[src/hw/rtl/bdr_pkg.sv]
// shared types and constants for the backlight duty ramp
package bdr_pkg;

    localparam int unsigned DUTY_W  = 7;
    localparam int unsigned STEP_W  = 8;
    localparam int unsigned WAIT_W  = 8;
    localparam int unsigned DIV_W   = 8;
    localparam int unsigned CFG_W   = 8;

    localparam logic [DUTY_W-1:0] DUTY_MAX        = 7'd100;
    localparam logic [DUTY_W-1:0] RAMP_STEPS_RST  = 7'd25;
    localparam logic [WAIT_W-1:0] WAIT_TICKS_RST  = 8'd20;

    // configuration register indexes
    localparam logic CFG_RAMP_STEPS = 1'b0;
    localparam logic CFG_WAIT_TICKS = 1'b1;

    typedef enum logic [1:0] {
        OP_INIT   = 2'd0,
        OP_TARGET = 2'd1,
        OP_TICK   = 2'd2,
        OP_NONE   = 2'd3
    } t_op;

    typedef enum logic [1:0] {
        PH_IDLE      = 2'd0,
        PH_ADJUSTING = 2'd1,
        PH_WAITING   = 2'd2,
        PH_ADJUSTED  = 2'd3
    } t_phase;

    typedef enum logic [1:0] {
        SQ_IDLE      = 2'd0,
        SQ_DIV_STEP  = 2'd1,
        SQ_DIV_LAST  = 2'd2,
        SQ_OUT       = 2'd3
    } t_seq;

    typedef struct packed {
        logic              start;
        logic [DIV_W-1:0]  dividend;
        logic [DIV_W-2:0]  divisor;
    } t_div_req;

    typedef struct packed {
        logic              done;
        logic [DIV_W-1:0]  quo;
        logic [DIV_W-2:0]  rem;
    } t_div_rsp;

endpackage

[src/hw/rtl/backlight_duty_ramp.sv]
// backlight duty ramp: top level with sequencer, ramp state and shared divider
// init, tick, unused ops and a target equal to the duty: the sequencer goes from idle to
// SQ_OUT, which loads the result and returns to idle once the output is free.
// target with a change of duty: two passes of the shared divider (SQ_DIV_STEP, then
// SQ_DIV_LAST) before SQ_OUT; a held result adds its stall.
// synchronous active-low reset: duty 0, target 0, phase idle, ramp_steps 25, wait_ticks 20.
module backlight_duty_ramp
    import bdr_pkg::*;
(
    input  logic        i_clk,
    input  logic        i_rst_n,
    input  logic        i_s_axis_tvalid,
    output logic        o_s_axis_tready,
    input  logic [7:0]  i_s_axis_tdata,   // [6:0] duty_value
    input  logic [1:0]  i_s_axis_tuser,   // [1:0] op
    output logic        o_m_axis_tvalid,
    input  logic        i_m_axis_tready,
    output logic [15:0] o_m_axis_tdata,   // [6:0] duty, [13:7] pwm_compare,
                                          // [14] busy_res, [15] ramp_done
    input  logic        i_cfg_we,
    input  logic        i_cfg_addr,
    input  logic [CFG_W-1:0] i_cfg_wdata
);

    t_seq               r_seq, n_seq;
    t_phase             r_phase, n_phase;
    logic [DUTY_W-1:0]  r_cur, n_cur;
    logic [DUTY_W-1:0]  r_tgt, n_tgt;
    logic [STEP_W-1:0]  r_step, n_step;
    logic [STEP_W-1:0]  r_final, n_final;
    logic [WAIT_W-1:0]  r_wc, n_wc;
    logic [DUTY_W-1:0]  r_mag, n_mag;
    logic               r_done_pend, n_done_pend;
    logic [DUTY_W-1:0]  r_ramp_steps;
    logic [WAIT_W-1:0]  r_wait_ticks;
    logic               r_oval, n_oval;
    logic [15:0]        r_odata, n_odata;

    logic               accept;
    t_op                in_op;
    logic [DUTY_W-1:0]  in_duty;
    logic [DUTY_W-1:0]  span;
    logic               tgt_up;
    logic [STEP_W-1:0]  step_eff;
    logic [STEP_W-1:0]  move_amt;
    logic [DUTY_W-1:0]  move_clip;
    logic [DUTY_W-1:0]  moved;
    logic [WAIT_W-1:0]  wc_dec;
    logic [DUTY_W-1:0]  new_mag;
    logic [DUTY_W-1:0]  div_eff;
    logic               out_free;
    t_div_req           div_req;
    t_div_rsp           div_rsp;

    assign in_op   = t_op'(i_s_axis_tuser);
    assign in_duty = (i_s_axis_tdata[DUTY_W-1:0] > DUTY_MAX) ? DUTY_MAX
                                                            : i_s_axis_tdata[DUTY_W-1:0];
    assign o_s_axis_tready = (r_seq == SQ_IDLE);
    assign accept   = i_s_axis_tvalid && o_s_axis_tready;
    assign out_free = !r_oval || i_m_axis_tready;

    assign div_eff = (r_ramp_steps == '0) ? DUTY_W'(1) : r_ramp_steps;
    assign new_mag = (in_duty > r_cur) ? DUTY_W'(in_duty - r_cur) : DUTY_W'(r_cur - in_duty);

    // tick arithmetic: move toward the target, never past it
    assign tgt_up    = (r_tgt >= r_cur);
    assign span      = tgt_up ? DUTY_W'(r_tgt - r_cur) : DUTY_W'(r_cur - r_tgt);
    assign step_eff  = (r_step == '0) ? STEP_W'(1) : r_step;
    assign move_amt  = ({1'b0, span} < step_eff) ? r_final : step_eff;
    assign move_clip = (move_amt < {1'b0, span}) ? move_amt[DUTY_W-1:0] : span;
    assign moved     = tgt_up ? DUTY_W'(r_cur + move_clip) : DUTY_W'(r_cur - move_clip);
    assign wc_dec    = (r_wc != '0) ? WAIT_W'(r_wc - 1'b1) : '0;

    // divider requests: ceil(mag/div) first, then mag mod step
    always_comb begin
        div_req.start    = 1'b0;
        div_req.dividend = DIV_W'({1'b0, new_mag} + {1'b0, div_eff} - 1'b1);
        div_req.divisor  = div_eff;
        if (accept && in_op == OP_TARGET && in_duty != r_cur) begin
            div_req.start = 1'b1;
        end else if (r_seq == SQ_DIV_STEP && div_rsp.done) begin
            div_req.start    = 1'b1;
            div_req.dividend = DIV_W'(r_mag);
            div_req.divisor  = div_rsp.quo[DIV_W-2:0];
        end
    end

    bdr_div u_div (
        .i_clk   (i_clk),
        .i_rst_n (i_rst_n),
        .i_req   (div_req),
        .o_rsp   (div_rsp)
    );

    // sequencer next state
    always_comb begin
        n_seq = r_seq;
        unique case (r_seq)
            SQ_IDLE: begin
                if (accept) begin
                    n_seq = (in_op == OP_TARGET && in_duty != r_cur) ? SQ_DIV_STEP : SQ_OUT;
                end
            end
            SQ_DIV_STEP: begin
                if (div_rsp.done) begin
                    n_seq = SQ_DIV_LAST;
                end
            end
            SQ_DIV_LAST: begin
                if (div_rsp.done) begin
                    n_seq = SQ_OUT;
                end
            end
            SQ_OUT: begin
                if (out_free) begin
                    n_seq = SQ_IDLE;
                end
            end
            default: n_seq = SQ_IDLE;
        endcase
    end

    // ramp state and output register
    always_comb begin
        n_phase     = r_phase;
        n_cur       = r_cur;
        n_tgt       = r_tgt;
        n_step      = r_step;
        n_final     = r_final;
        n_wc        = r_wc;
        n_mag       = r_mag;
        n_done_pend = r_done_pend;
        n_oval      = r_oval;
        n_odata     = r_odata;
        if (r_oval && i_m_axis_tready) begin
            n_oval = 1'b0;
        end
        unique case (r_seq)
            SQ_IDLE: begin
                if (accept) begin
                    n_done_pend = 1'b0;
                    case (in_op)
                        OP_INIT: begin
                            n_cur   = in_duty;
                            n_tgt   = in_duty;
                            n_step  = '0;
                            n_phase = PH_IDLE;
                        end
                        OP_TARGET: begin
                            n_tgt = in_duty;
                            n_mag = new_mag;
                        end
                        OP_TICK: begin
                            case (r_phase)
                                PH_ADJUSTING: begin
                                    if (span == '0) begin
                                        n_phase = PH_ADJUSTED;
                                    end else if ({1'b0, span} < step_eff) begin
                                        n_cur   = moved;
                                        n_phase = PH_ADJUSTED;
                                    end else begin
                                        n_cur   = moved;
                                        n_wc    = r_wait_ticks;
                                        n_phase = PH_WAITING;
                                    end
                                end
                                PH_WAITING: begin
                                    n_wc = wc_dec;
                                    if (wc_dec == '0) begin
                                        n_phase = PH_ADJUSTING;
                                    end
                                end
                                PH_ADJUSTED: begin
                                    n_phase     = PH_IDLE;
                                    n_done_pend = 1'b1;
                                end
                                default: ;
                            endcase
                        end
                        default: ;
                    endcase
                end
            end
            SQ_DIV_STEP: begin
                if (div_rsp.done) begin
                    n_step = div_rsp.quo;
                end
            end
            SQ_DIV_LAST: begin
                if (div_rsp.done) begin
                    n_final = (div_rsp.rem == '0) ? r_step : STEP_W'(div_rsp.rem);
                    n_phase = PH_ADJUSTING;
                end
            end
            SQ_OUT: begin
                if (out_free) begin
                    n_oval  = 1'b1;
                    n_odata = {r_done_pend, (r_phase != PH_IDLE),
                               DUTY_W'(DUTY_MAX - r_cur), r_cur};
                end
            end
            default: ;
        endcase
    end

    always_ff @(posedge i_clk) begin
        if (!i_rst_n) begin
            r_seq        <= SQ_IDLE;
            r_phase      <= PH_IDLE;
            r_cur        <= '0;
            r_tgt        <= '0;
            r_step       <= '0;
            r_final      <= '0;
            r_wc         <= '0;
            r_done_pend  <= 1'b0;
            r_oval       <= 1'b0;
            r_ramp_steps <= RAMP_STEPS_RST;
            r_wait_ticks <= WAIT_TICKS_RST;
        end else begin
            r_seq       <= n_seq;
            r_phase     <= n_phase;
            r_cur       <= n_cur;
            r_tgt       <= n_tgt;
            r_step      <= n_step;
            r_final     <= n_final;
            r_wc        <= n_wc;
            r_done_pend <= n_done_pend;
            r_oval      <= n_oval;
            if (i_cfg_we) begin
                unique case (i_cfg_addr)
                    CFG_RAMP_STEPS: r_ramp_steps <= i_cfg_wdata[DUTY_W-1:0];
                    CFG_WAIT_TICKS: r_wait_ticks <= i_cfg_wdata[WAIT_W-1:0];
                    default: ;
                endcase
            end
        end
        r_mag   <= n_mag;
        r_odata <= n_odata;
    end

    assign o_m_axis_tvalid = r_oval;
    assign o_m_axis_tdata  = r_odata;

endmodule

[src/hw/rtl/bdr_div.sv]
// restoring divider, one quotient bit per cycle
module bdr_div
    import bdr_pkg::*;
(
    input  logic     i_clk,
    input  logic     i_rst_n,
    input  t_div_req i_req,
    output t_div_rsp o_rsp
);

    localparam int unsigned CNT_W = $clog2(DIV_W);

    logic               r_busy, n_busy;
    logic               r_done, n_done;
    logic [CNT_W-1:0]   r_cnt, n_cnt;
    logic [DIV_W-1:0]   r_quo, n_quo;
    logic [DIV_W-2:0]   r_rem, n_rem;
    logic [DIV_W-2:0]   r_dvs, n_dvs;
    logic [DIV_W-1:0]   trial;
    logic [DIV_W-1:0]   trial_sub;

    always_comb begin
        n_busy    = r_busy;
        n_done    = 1'b0;
        n_cnt     = r_cnt;
        n_quo     = r_quo;
        n_rem     = r_rem;
        n_dvs     = r_dvs;
        trial     = {r_rem, r_quo[DIV_W-1]};
        trial_sub = trial - {1'b0, r_dvs};
        if (i_req.start) begin
            n_busy = 1'b1;
            n_cnt  = '0;
            n_quo  = i_req.dividend;
            n_rem  = '0;
            n_dvs  = i_req.divisor;
        end else if (r_busy) begin
            // remainder stays below the divisor, so its top bit is always clear
            if (trial >= {1'b0, r_dvs}) begin
                n_rem = trial_sub[DIV_W-2:0];
                n_quo = {r_quo[DIV_W-2:0], 1'b1};
            end else begin
                n_rem = trial[DIV_W-2:0];
                n_quo = {r_quo[DIV_W-2:0], 1'b0};
            end
            n_cnt = CNT_W'(r_cnt + 1'b1);
            if (r_cnt == CNT_W'(DIV_W - 1)) begin
                n_busy = 1'b0;
                n_done = 1'b1;
            end
        end
    end

    always_ff @(posedge i_clk) begin
        if (!i_rst_n) begin
            r_busy <= 1'b0;
            r_done <= 1'b0;
            r_cnt  <= '0;
        end else begin
            r_busy <= n_busy;
            r_done <= n_done;
            r_cnt  <= n_cnt;
        end
        r_quo <= n_quo;
        r_rem <= n_rem;
        r_dvs <= n_dvs;
    end

    assign o_rsp.done = r_done;
    assign o_rsp.quo  = r_quo;
    assign o_rsp.rem  = r_rem;

endmodule

[config.mk]
export PLATFORM = sky130hd
export DESIGN_NAME = backlight_duty_ramp
export DESIGN_NICKNAME = d
export VERILOG_FILES = /design/src/hw/rtl/bdr_pkg.sv /design/src/hw/rtl/backlight_duty_ramp.sv /design/src/hw/rtl/bdr_div.sv
export SDC_FILE = /design/constraint.sdc
export NUM_CORES = 1
export LEC_CHECK = 0
export BUFFER_PORTS_ARGS = -buffer_cell sky130_fd_sc_hd__buf_2
export CORE_MARGIN = 2
export CORE_UTILIZATION = 50
export CTS_CLUSTER_DIAMETER = 100
export DETAILED_ROUTE_END_ITERATION = 7
export PLACE_DENSITY = 0.66
export SYNTH_ARGS = -nofsm -noshare
export SYNTH_HDL_FRONTEND = slang
export SYNTH_SLANG_ARGS = --single-unit
[constraint.sdc]
create_clock -name i_clk -period 10.9 [get_ports i_clk]
set_clock_uncertainty 0.2 [all_clocks]
set_input_delay 1.635 -clock i_clk [delete_from_list [all_inputs] [get_ports i_clk]]
set_output_delay 1.635 -clock i_clk [all_outputs]
set_load 0.01 [all_outputs]
After elaboration in Yosys (flattened, before gate mapping)
Cells that the tools add are included.
- input port bits: 24
- flip-flop bits (word level): 109
- output and inout port bits: 18
- eq/ne operators: 22
- reductions and logical operators: 37
- add/subtract/negate cells: 12
- mux-type cells: 50
- bitwise gates (word level): 3
- order comparisons: 6
- operator list (cell ; count):
    $mux W8 ; 11
    $mux W7 ; 9
    $sub A7 B7 Y7 ; 6
    $pmux W8 S2 ; 2
    $logic_not A7 Y1 ; 3
    $logic_not A8 Y1 ; 2
    $mux W16 ; 1
    $mux W2 ; 8
    $sub A8 B1 Y8 const B ; 2
    $mux W15 ; 1
    $pmux W7 S2 ; 1
    $mux W1 ; 13
    $reduce_and A6 Y1 ; 2
    $reduce_bool A2 Y1 ; 6
    $eq A2 B2 Y1 const B ; 5
    $ne A2 B1 Y1 const B ; 5
    $reduce_and A2 Y1 ; 5
    $add A7 B7 Y8 ; 1
    $ge A8 B7 Y1 ; 1
    $lt A7 B8 Y1 ; 1
    $lt A8 B7 Y1 ; 1
    $ne A2 B2 Y1 const B ; 4
    $pmux W2 S2 ; 2
    $pmux W2 S4 ; 1
    other kinds (24) ; 37

Longest topological paths before layout
Gate-level depths: netlist of run 1.
- word-level depth: 11
- gate-level depth with buffers: 41

Hierarchy
From an unflattened synthesis of run 1, not the netlist that was laid out.
- cells, all modules: 921
- area, all modules: 7942.6 sq um
- by module, submodules not included (module ; cells each ; times used ; sequential area each (sq um) ; area an instance (sq um)):
    backlight_duty_ramp ; 775 ; 1 ; 1841.8 ; 6331.1
    bdr_div ; 146 ; 1 ; 690.7 ; 1611.5

Worst setup path before layout of run 1
No wires, ideal clock.
- kind: reg-to-reg
- from: register r_cur[1]
- to: register r_cur[6]
- period minus slack after synthesis: 8.466 ns
- data arrival time: 8.170 ns
- cell stages (with the launch flop): 36
- setup slack: 2.434 ns
- buffers on the path: 2
- setup time: 0.096 ns
- data required time: 10.604 ns
- cells stage by stage: dfxtp_1 inv_1 ha_1 and3_4 or3_4 a211oi_4 mux2_2 o2111a_2 nor3_4 ha_1 a211oi_1 o21ai_0 o22ai_1 clkbuf_1 mux2i_1 inv_1 ha_1 nand3_1 o221ai_1 a221o_2 a21oi_1 o31ai_1 buf_4 o21ai_0 inv_1 ha_1 mux2_2 fa_1 a21o_1 a21o_1 a21o_1 a21oi_1 xnor2_1 xnor2_1 xnor2_1 o41ai_2
- cells in the longest elaborated chain, start to end: 11
- ends and longest elaborated chain (element ; RTL line ; RTL):
    from (decl) ; backlight_duty_ramp.sv:27 ; logic [DUTY_W-1:0] r_cur, n_cur;
    from (signal assigned) ; backlight_duty_ramp.sv:222 ; r_cur <= n_cur;
    $sub A7 B7 Y7 or $ge A7 B7 Y1 (tied branches) ; backlight_duty_ramp.sv:67, backlight_duty_ramp.sv:66 ;
    $mux W7 ; backlight_duty_ramp.sv:67 ; assign span = tgt_up ? DUTY_W'(r_tgt - r_cur) : DUTY_W'(r_cur - r_tgt);
    $lt A7 B8 Y1 ; backlight_duty_ramp.sv:69 ; assign move_amt = ({1'b0, span} < step_eff) ? r_final : step_eff;
    $mux W8 ; backlight_duty_ramp.sv:69 ;
    $lt A8 B7 Y1 ; backlight_duty_ramp.sv:70 ; assign move_clip = (move_amt < {1'b0, span}) ? move_amt[DUTY_W-1:0] : span;
    $mux W7 ; backlight_duty_ramp.sv:70 ;
    $sub A7 B7 Y7 or $add A7 B7 Y7 (tied branches) ; backlight_duty_ramp.sv:71 ; assign moved = tgt_up ? DUTY_W'(r_cur + move_clip) : DUTY_W'(r_cur - move_clip);
    $mux W7 ; backlight_duty_ramp.sv:71 ;
    $mux W7 ; backlight_duty_ramp.sv:156 ; if (span == '0) begin
    $mux W7 ; backlight_duty_ramp.sv:154 ; case (r_phase)
    $pmux W7 S2 ; backlight_duty_ramp.sv:142 ; case (in_op)
Parallel ways exist; a longest one is shown, timed or not. The select of a mux whose other input is x is not followed.
A chain may end at the register's enable or synchronous reset.

Final worst setup path of run 1
- from: register r_cur[5]
- to: register r_cur[6]
Same word-level chain as after synthesis.

==> out/metrics.csv, run 1 <==
metric;value;unit
cts_resized;0;
syn_area;7433;um^2
stdcell_area;8119;um^2
synth_cell_types;69;
combPwrFrac;0.592;
grt_util_met3;0.02719;
hold_viol;0;
port_buffers;40;
die-area;15860;um^2
p_int;1.223;mW
clk_transition_reported_paths;80;ps
yosysMostFrequentCell;inv_1;
slowest_stage;dfxtp_1;
clock-sinks;108;
grt_pass1_vias;5520;
rsz0062_at_grt;no;
layout-drive-gt1-share;0.1089;
gp_congestion;0.8710;
grt_max_degree;28;
start_kind;register;
synthTopCellsByCount;inv_1, a21oi_1, nand2_1, nor2_1, ha_1;
nets;991;
total_power;2.176;mW
cts.path.max_buffers;2;
arrival;9570;ps
syn_inst;856;
fin_cells;1075;
gr-max-usage-layer;met2;
insertion_delay;350;ps
initial_utilization;0.5114;
die_height;125.9;um
synthTopCellsByArea;dfxtp_1, edfxtp_1, ha_1, a21oi_1, inv_1;
min_from;r_ramp_steps[6]$_SDFFE_PN0P_;
grtUsageMet1;0.3339;
place_area;7785;um^2
cellPowerDensity;268.0;nW/um^2
grtUsageTotal;0.2226;
via_per_inst;5.553;
fp-row-count;44;
htreeDepth;3;
finalCritPeriodShare;0.8725;
pwr-share-clk;0.167;
ys_async_sr_fraction;0;
yosysWarningCount;0;
use_met2;0.3371;
cts-root-buf;clkbuf_16;
antenna_found_initial;0;
synth_edf_count;37;
crit_top_cell;ha_1;
r2r-start;r_cur[5]$_SDFFE_PN0P_;
core_area;14530;um^2
synth_nets;961;
wire_per_inst;15.94;um
p_seq_frac;0.241;
crit_family;compound AO/OA/AOI/OAI gates;
tns;0;ps
dr.pass1.iters;5;
crit_path_max_incr_delay;590;ps
area_growth;9.224;%
holdBufCountCts;0;
cp.buffers_inverters;6;
ir_drop;0.0001426;V
max_cap_violations;0;
clock.fmax;105.2;MHz
cts-buffers-inserted;9;
die_w;125.9;um
swShare;0.4379;
num_vias;5969;
drt_iter0_drc;429;
drc;0;
wirelength;17140;um
cts_setup_buffers;0;
place_inst;1059;
diodes;0;
ios;42;
p_switching;952.6;uW
final.min_clock_period;9510;ps
post-route-util;0.5586;
fillCellCount;1358;
worst_slew_pin_slew;1093;ps
cts_tree;built;
drt.antenna.violating_nets;0;
status;finished, final reports clean;
relSlewSlack;0.2643;
drv_slew;0;
synthFlopType;dfxtp_1;
cp-end-kind;register;
yosys.area.top_type;dfxtp_1;
setup_viol;0;
worst-setup-path-type;register to register;
cp_max_fo;12;
syn_area_per_cell;8.684;um^2
p_leak;3.538;nW
grt_overflow_total;0;
critPathRequiredTime;10960;ps
multi_input_comb_area;4409;um^2
yosysSeqAreaShare;0.3407;
startpoint;r_cur[5]$_SDFFE_PN0P_;
dpl.hpwl;13280;um
synth-seq-cells;108;
min_path_type;register to register;
synth_top_cell_area_share;0.1912;
seq_area;2532;um^2
grt_pass1_wl;28290;um
[sequential cells by signal, indices dropped and copies added, names as in the netlist, 8 cells and up]
name            flops
o_m_axis_tdata     15
r_final             8
r_step              8
r_wait_ticks        8
r_wc                8
u_div.r_quo         8
[final timing paths]
kind | end | slack, ps | cells past startpoint
worst min-delay path | r_ramp_steps[6]$_SDFFE_PN0P_ | 260 | 2
worst min register to register | r_ramp_steps[6]$_SDFFE_PN0P_ | 260 | 2
worst max register to register | r_cur[6]$_SDFFE_PN0P_ | 1390 | 36
worst max-delay path | r_cur[6]$_SDFFE_PN0P_ | 1390 | 36
[cells by family after synthesis]
kind of cell / count (synthesis) / synth area share
buffers and inverters: 121 / 0.06615
and+or+nand+nor: 243 / 0.1522
DFF: 108 / 0.3407
xor gates and xnor gates: 41 / 0.04831
AOI/OAI and AO/OA: 228 / 0.2020
adders and majority gates: 81 / 0.1434
muxes: 34 / 0.04730
[worst min-delay path: cells and delay by family, from the launching register on]
kind / cells / cell delay (ps)
flip-flops: 1 / 310
AND/OR/NAND/NOR: 1 / 50
AO/OA/AOI/OAI: 1 / 50
[cells in the final DEF (no fill, tap or decap), types with 6 or more instances in the layout]
master and n:
nor3_1 9, buf_2 40, o31ai_1 9, nand2_1 85, mux2i_1 28, ha_1 74
nand2b_1 15, nand3_1 16, a21oi_1 85, buf_4 10, a211oi_1 13, a22oi_1 8
xnor2_1 26, inv_1 90, o21ai_0 40, nor2_1 77, o211ai_1 6, fa_1 7
clkbuf_16 10, dfxtp_1 71, edfxtp_1 37, xor2_1 15, nor2b_1 9, a21o_1 25
[final cells by class]
type / count / share of cell area
clock inverters: 6 / 0.01033
flip-flops and latches: 108 / 0.3119
well taps: 184 / 0.02836
repair buffers: 50 / 0.03390
inverters: 90 / 0.04161
multi-input cells: 627 / 0.5431
clock buffers: 10 / 0.03082
[routing by layer]
layer | part of all wire | vias up | routed length, um
met1 | 0.50 | 2782 | 8614
met4 | 0.013 | 0 | 221
met3 | 0.046 | 14 | 790
li1 | - | 3052 | -
met5 | 0 | - | 0
met2 | 0.44 | 121 | 7509
[per-stage QoR]
stage / setup slack [ps] / hold slack (ps)
finish: 1390 / 256.1
global route: 631.0 / 277.8
CTS: 1322 / 258.7
detailed placement: 1349 / 246.8
global placement: 1436 / 245.3
floorplan: 2434 / 208.9
[power groups by stage]
stage          combinational, mW  clock [mW]  sequential (mW)
2_1_floorplan               1.01           0            0.516
3_3_place_gp                1.26           0            0.532
3_5_place_dp                1.28           0            0.533
4_1_cts                     1.29       0.373            0.523
5_1_grt                     1.47       0.385            0.530
6_report                    1.29       0.363            0.524
(Power assumes the default switching activity.)
==> inputs of run 2 (changes only) <==
PLACE_DENSITY = default   (was 0.66)
PLACE_DENSITY_LB_ADDON = 0.12   (was default)
==> out/metrics.csv, run 2 (synthesis results as in run 1) <==
metric;value;unit;change
status;finished, final reports clean;;
htreeDepth;3;;unchanged
cellPowerDensity;268.7;nW/um^2;+0.26%
min_path_type;register to register;;
wirelength;18150;um;+5.9%
clock.fmax;105.0;MHz;-0.12%
grt_pass1_vias;6070;;+10%
via_per_inst;5.663;;+2.0%
crit_top_cell;ha_1;;
final.min_clock_period;9521;ps;+11.27 ps
setup_viol;0;;unchanged
layout_common_cells;inv_1, nand2_1, a21oi_1;;
min_from;r_ramp_steps[6]$_SDFFE_PN0P_;;
gp_congestion;0.9133;;+4.9%
area_growth;8.366;%;
die-area;15860;um^2;unchanged
layout_commonest_cell;inv_1;;
drt.antenna.violating_nets;0;;unchanged
hold_viol;0;;unchanged
diodes;0;;unchanged
rr_worst_depth;35;;-2.8%
cp-end-kind;register;;
drt_iter0_drc;332;;-23%
post-route-util;0.5542;;-0.004390
num_vias;6071;;+1.7%
clk_transition_reported_paths;80;ps;about the same
max_cap_violations;0;;unchanged
arrival;9590;ps;+20 ps
cts_setup_buffers;0;;unchanged
cts-buffers-inserted;9;;unchanged
relSlewSlack;0.2567;;-0.007630
r2r-end;r_cur[6]$_SDFFE_PN0P_;;
die_w;125.9;um;unchanged
post-place-ws;1426;ps;+77.04 ps
p_leak;3.505;nW;-0.93%
core_area;14530;um^2;unchanged
tns;0;ps;unchanged
finalCritPeriodShare;0.8735;;+0.001034
nets;988;;-0.30%
cts_resized;0;;unchanged
layout-drive-gt1-share;0.1059;;-0.003011
grt_max_degree;38;;+36%
worst-setup-path-type;register to register;;
clock-sinks;108;;unchanged
dpl.hpwl;14200;um;+6.9%
r2r-start;r_cur[0]$_SDFFE_PN0P_;;
ir_drop;0.0001169;V;-18%
slowest_stage;a211oi_4;;
start_kind;register;;
grt_pass1_wl;29900;um;+5.7%
largest_register_ffs;15;;unchanged
ios;42;;unchanged
initial_utilization;0.5114;;unchanged
hold-path-endpoint;r_ramp_steps[6]$_SDFFE_PN0P_;;
insertion_delay;370;ps;+20 ps
cp_max_fo;13;;+1
die_height;125.9;um;unchanged
grtUsageTotal;0.2373;;+0.01465
crit_path_max_incr_delay;590;ps;about the same
fp-row-count;44;;unchanged
cts-root-buf;clkbuf_16;;
total_power;2.164;mW;-0.53%
antenna_found_initial;0;;unchanged
wire_per_inst;16.93;um;+6.2%
worst_slew_pin_slew;1105;ps;+11.34 ps
dr.pass1.iters;5;;unchanged
cts_tree;built;;
critPathRequiredTime;10970;ps;about the same
final.setup.worst_slack;1379;ps;-11.27 ps
holdPathStages;2;;unchanged
drc;0;;unchanged
holdBufCountCts;0;;unchanged
drv_slew;0;;unchanged
grt_overflow_total;0;;unchanged
cts.path.max_buffers;2;;unchanged
port_buffers;40;;unchanged
rsz0062_at_grt;no;;
rrSetupSlack;1380;ps;about the same
run 2: worst max-delay path: cells and delay by family (launching register included):
kind / cells / cell delay [ps]
buffers and inverters: 5 / 790
DFF: 1 / 500
and+or+nand+nor: 4 / 1070
adders and majority gates: 5 / 1760
xor gates and xnor gates: 3 / 430
muxes: 3 / 1030
AOI/OAI and AO/OA: 15 / 3650
run 2: routing by layer:
layer / part of all wire / vias up / GRT usage
li1: - / 3040 / -
met1: 0.47 / 2882 / 0.3188
met2: 0.48 / 124 / 0.3944
met3: 0.036 / 25 / 0.03441
met4: 0.020 / 0 / 0.07886
met5: 0 / - / 0
run 2: metrics by stage:
step	instance area (um^2)	hold slack (ps)	instances
final	8055	266.0	1072
after global routing	8055	285.3	1072
after CTS	8055	266.7	1072
after detailed placement	7762	255.7	1056
after global placement	7762	252.6	1056
after floorplan	7433	208.9	856
run 2: where the power goes:
part	internal [mW]	total (mW)	switching [mW]
registers	0.473	0.521	0.0480
clock network	0.162	0.328	0.166
logic	0.541	1.32	0.775
total	1.18	2.16	0.989
run 2: worst max-delay path by stage:
stage                                startpoint                    end  slack, ps
after floorplan           r_cur[1]$_SDFFE_PN0P_  r_cur[6]$_SDFFE_PN0P_       2430
after global placement    r_cur[0]$_SDFFE_PN0P_  r_cur[6]$_SDFFE_PN0P_       1650
after detailed placement  r_cur[0]$_SDFFE_PN0P_  r_cur[6]$_SDFFE_PN0P_       1430
after CTS                 r_cur[0]$_SDFFE_PN0P_  r_cur[6]$_SDFFE_PN0P_       1410
after global routing      r_cur[0]$_SDFFE_PN0P_  r_cur[6]$_SDFFE_PN0P_        730
final                     r_cur[0]$_SDFFE_PN0P_  r_cur[6]$_SDFFE_PN0P_       1380
run 2: cell type report:
class / instances / area [um^2]
Clock buffer: 9 / 225.2
Tap cell: 184 / 230.2
Multi-Input combinational cell: 627 / 4409
Inverter: 90 / 337.8
Timing Repair Buffer: 47 / 252.7
Fill cell: 1361 / 6479
Clock inverter: 7 / 67.56
Sequential cell: 108 / 2532
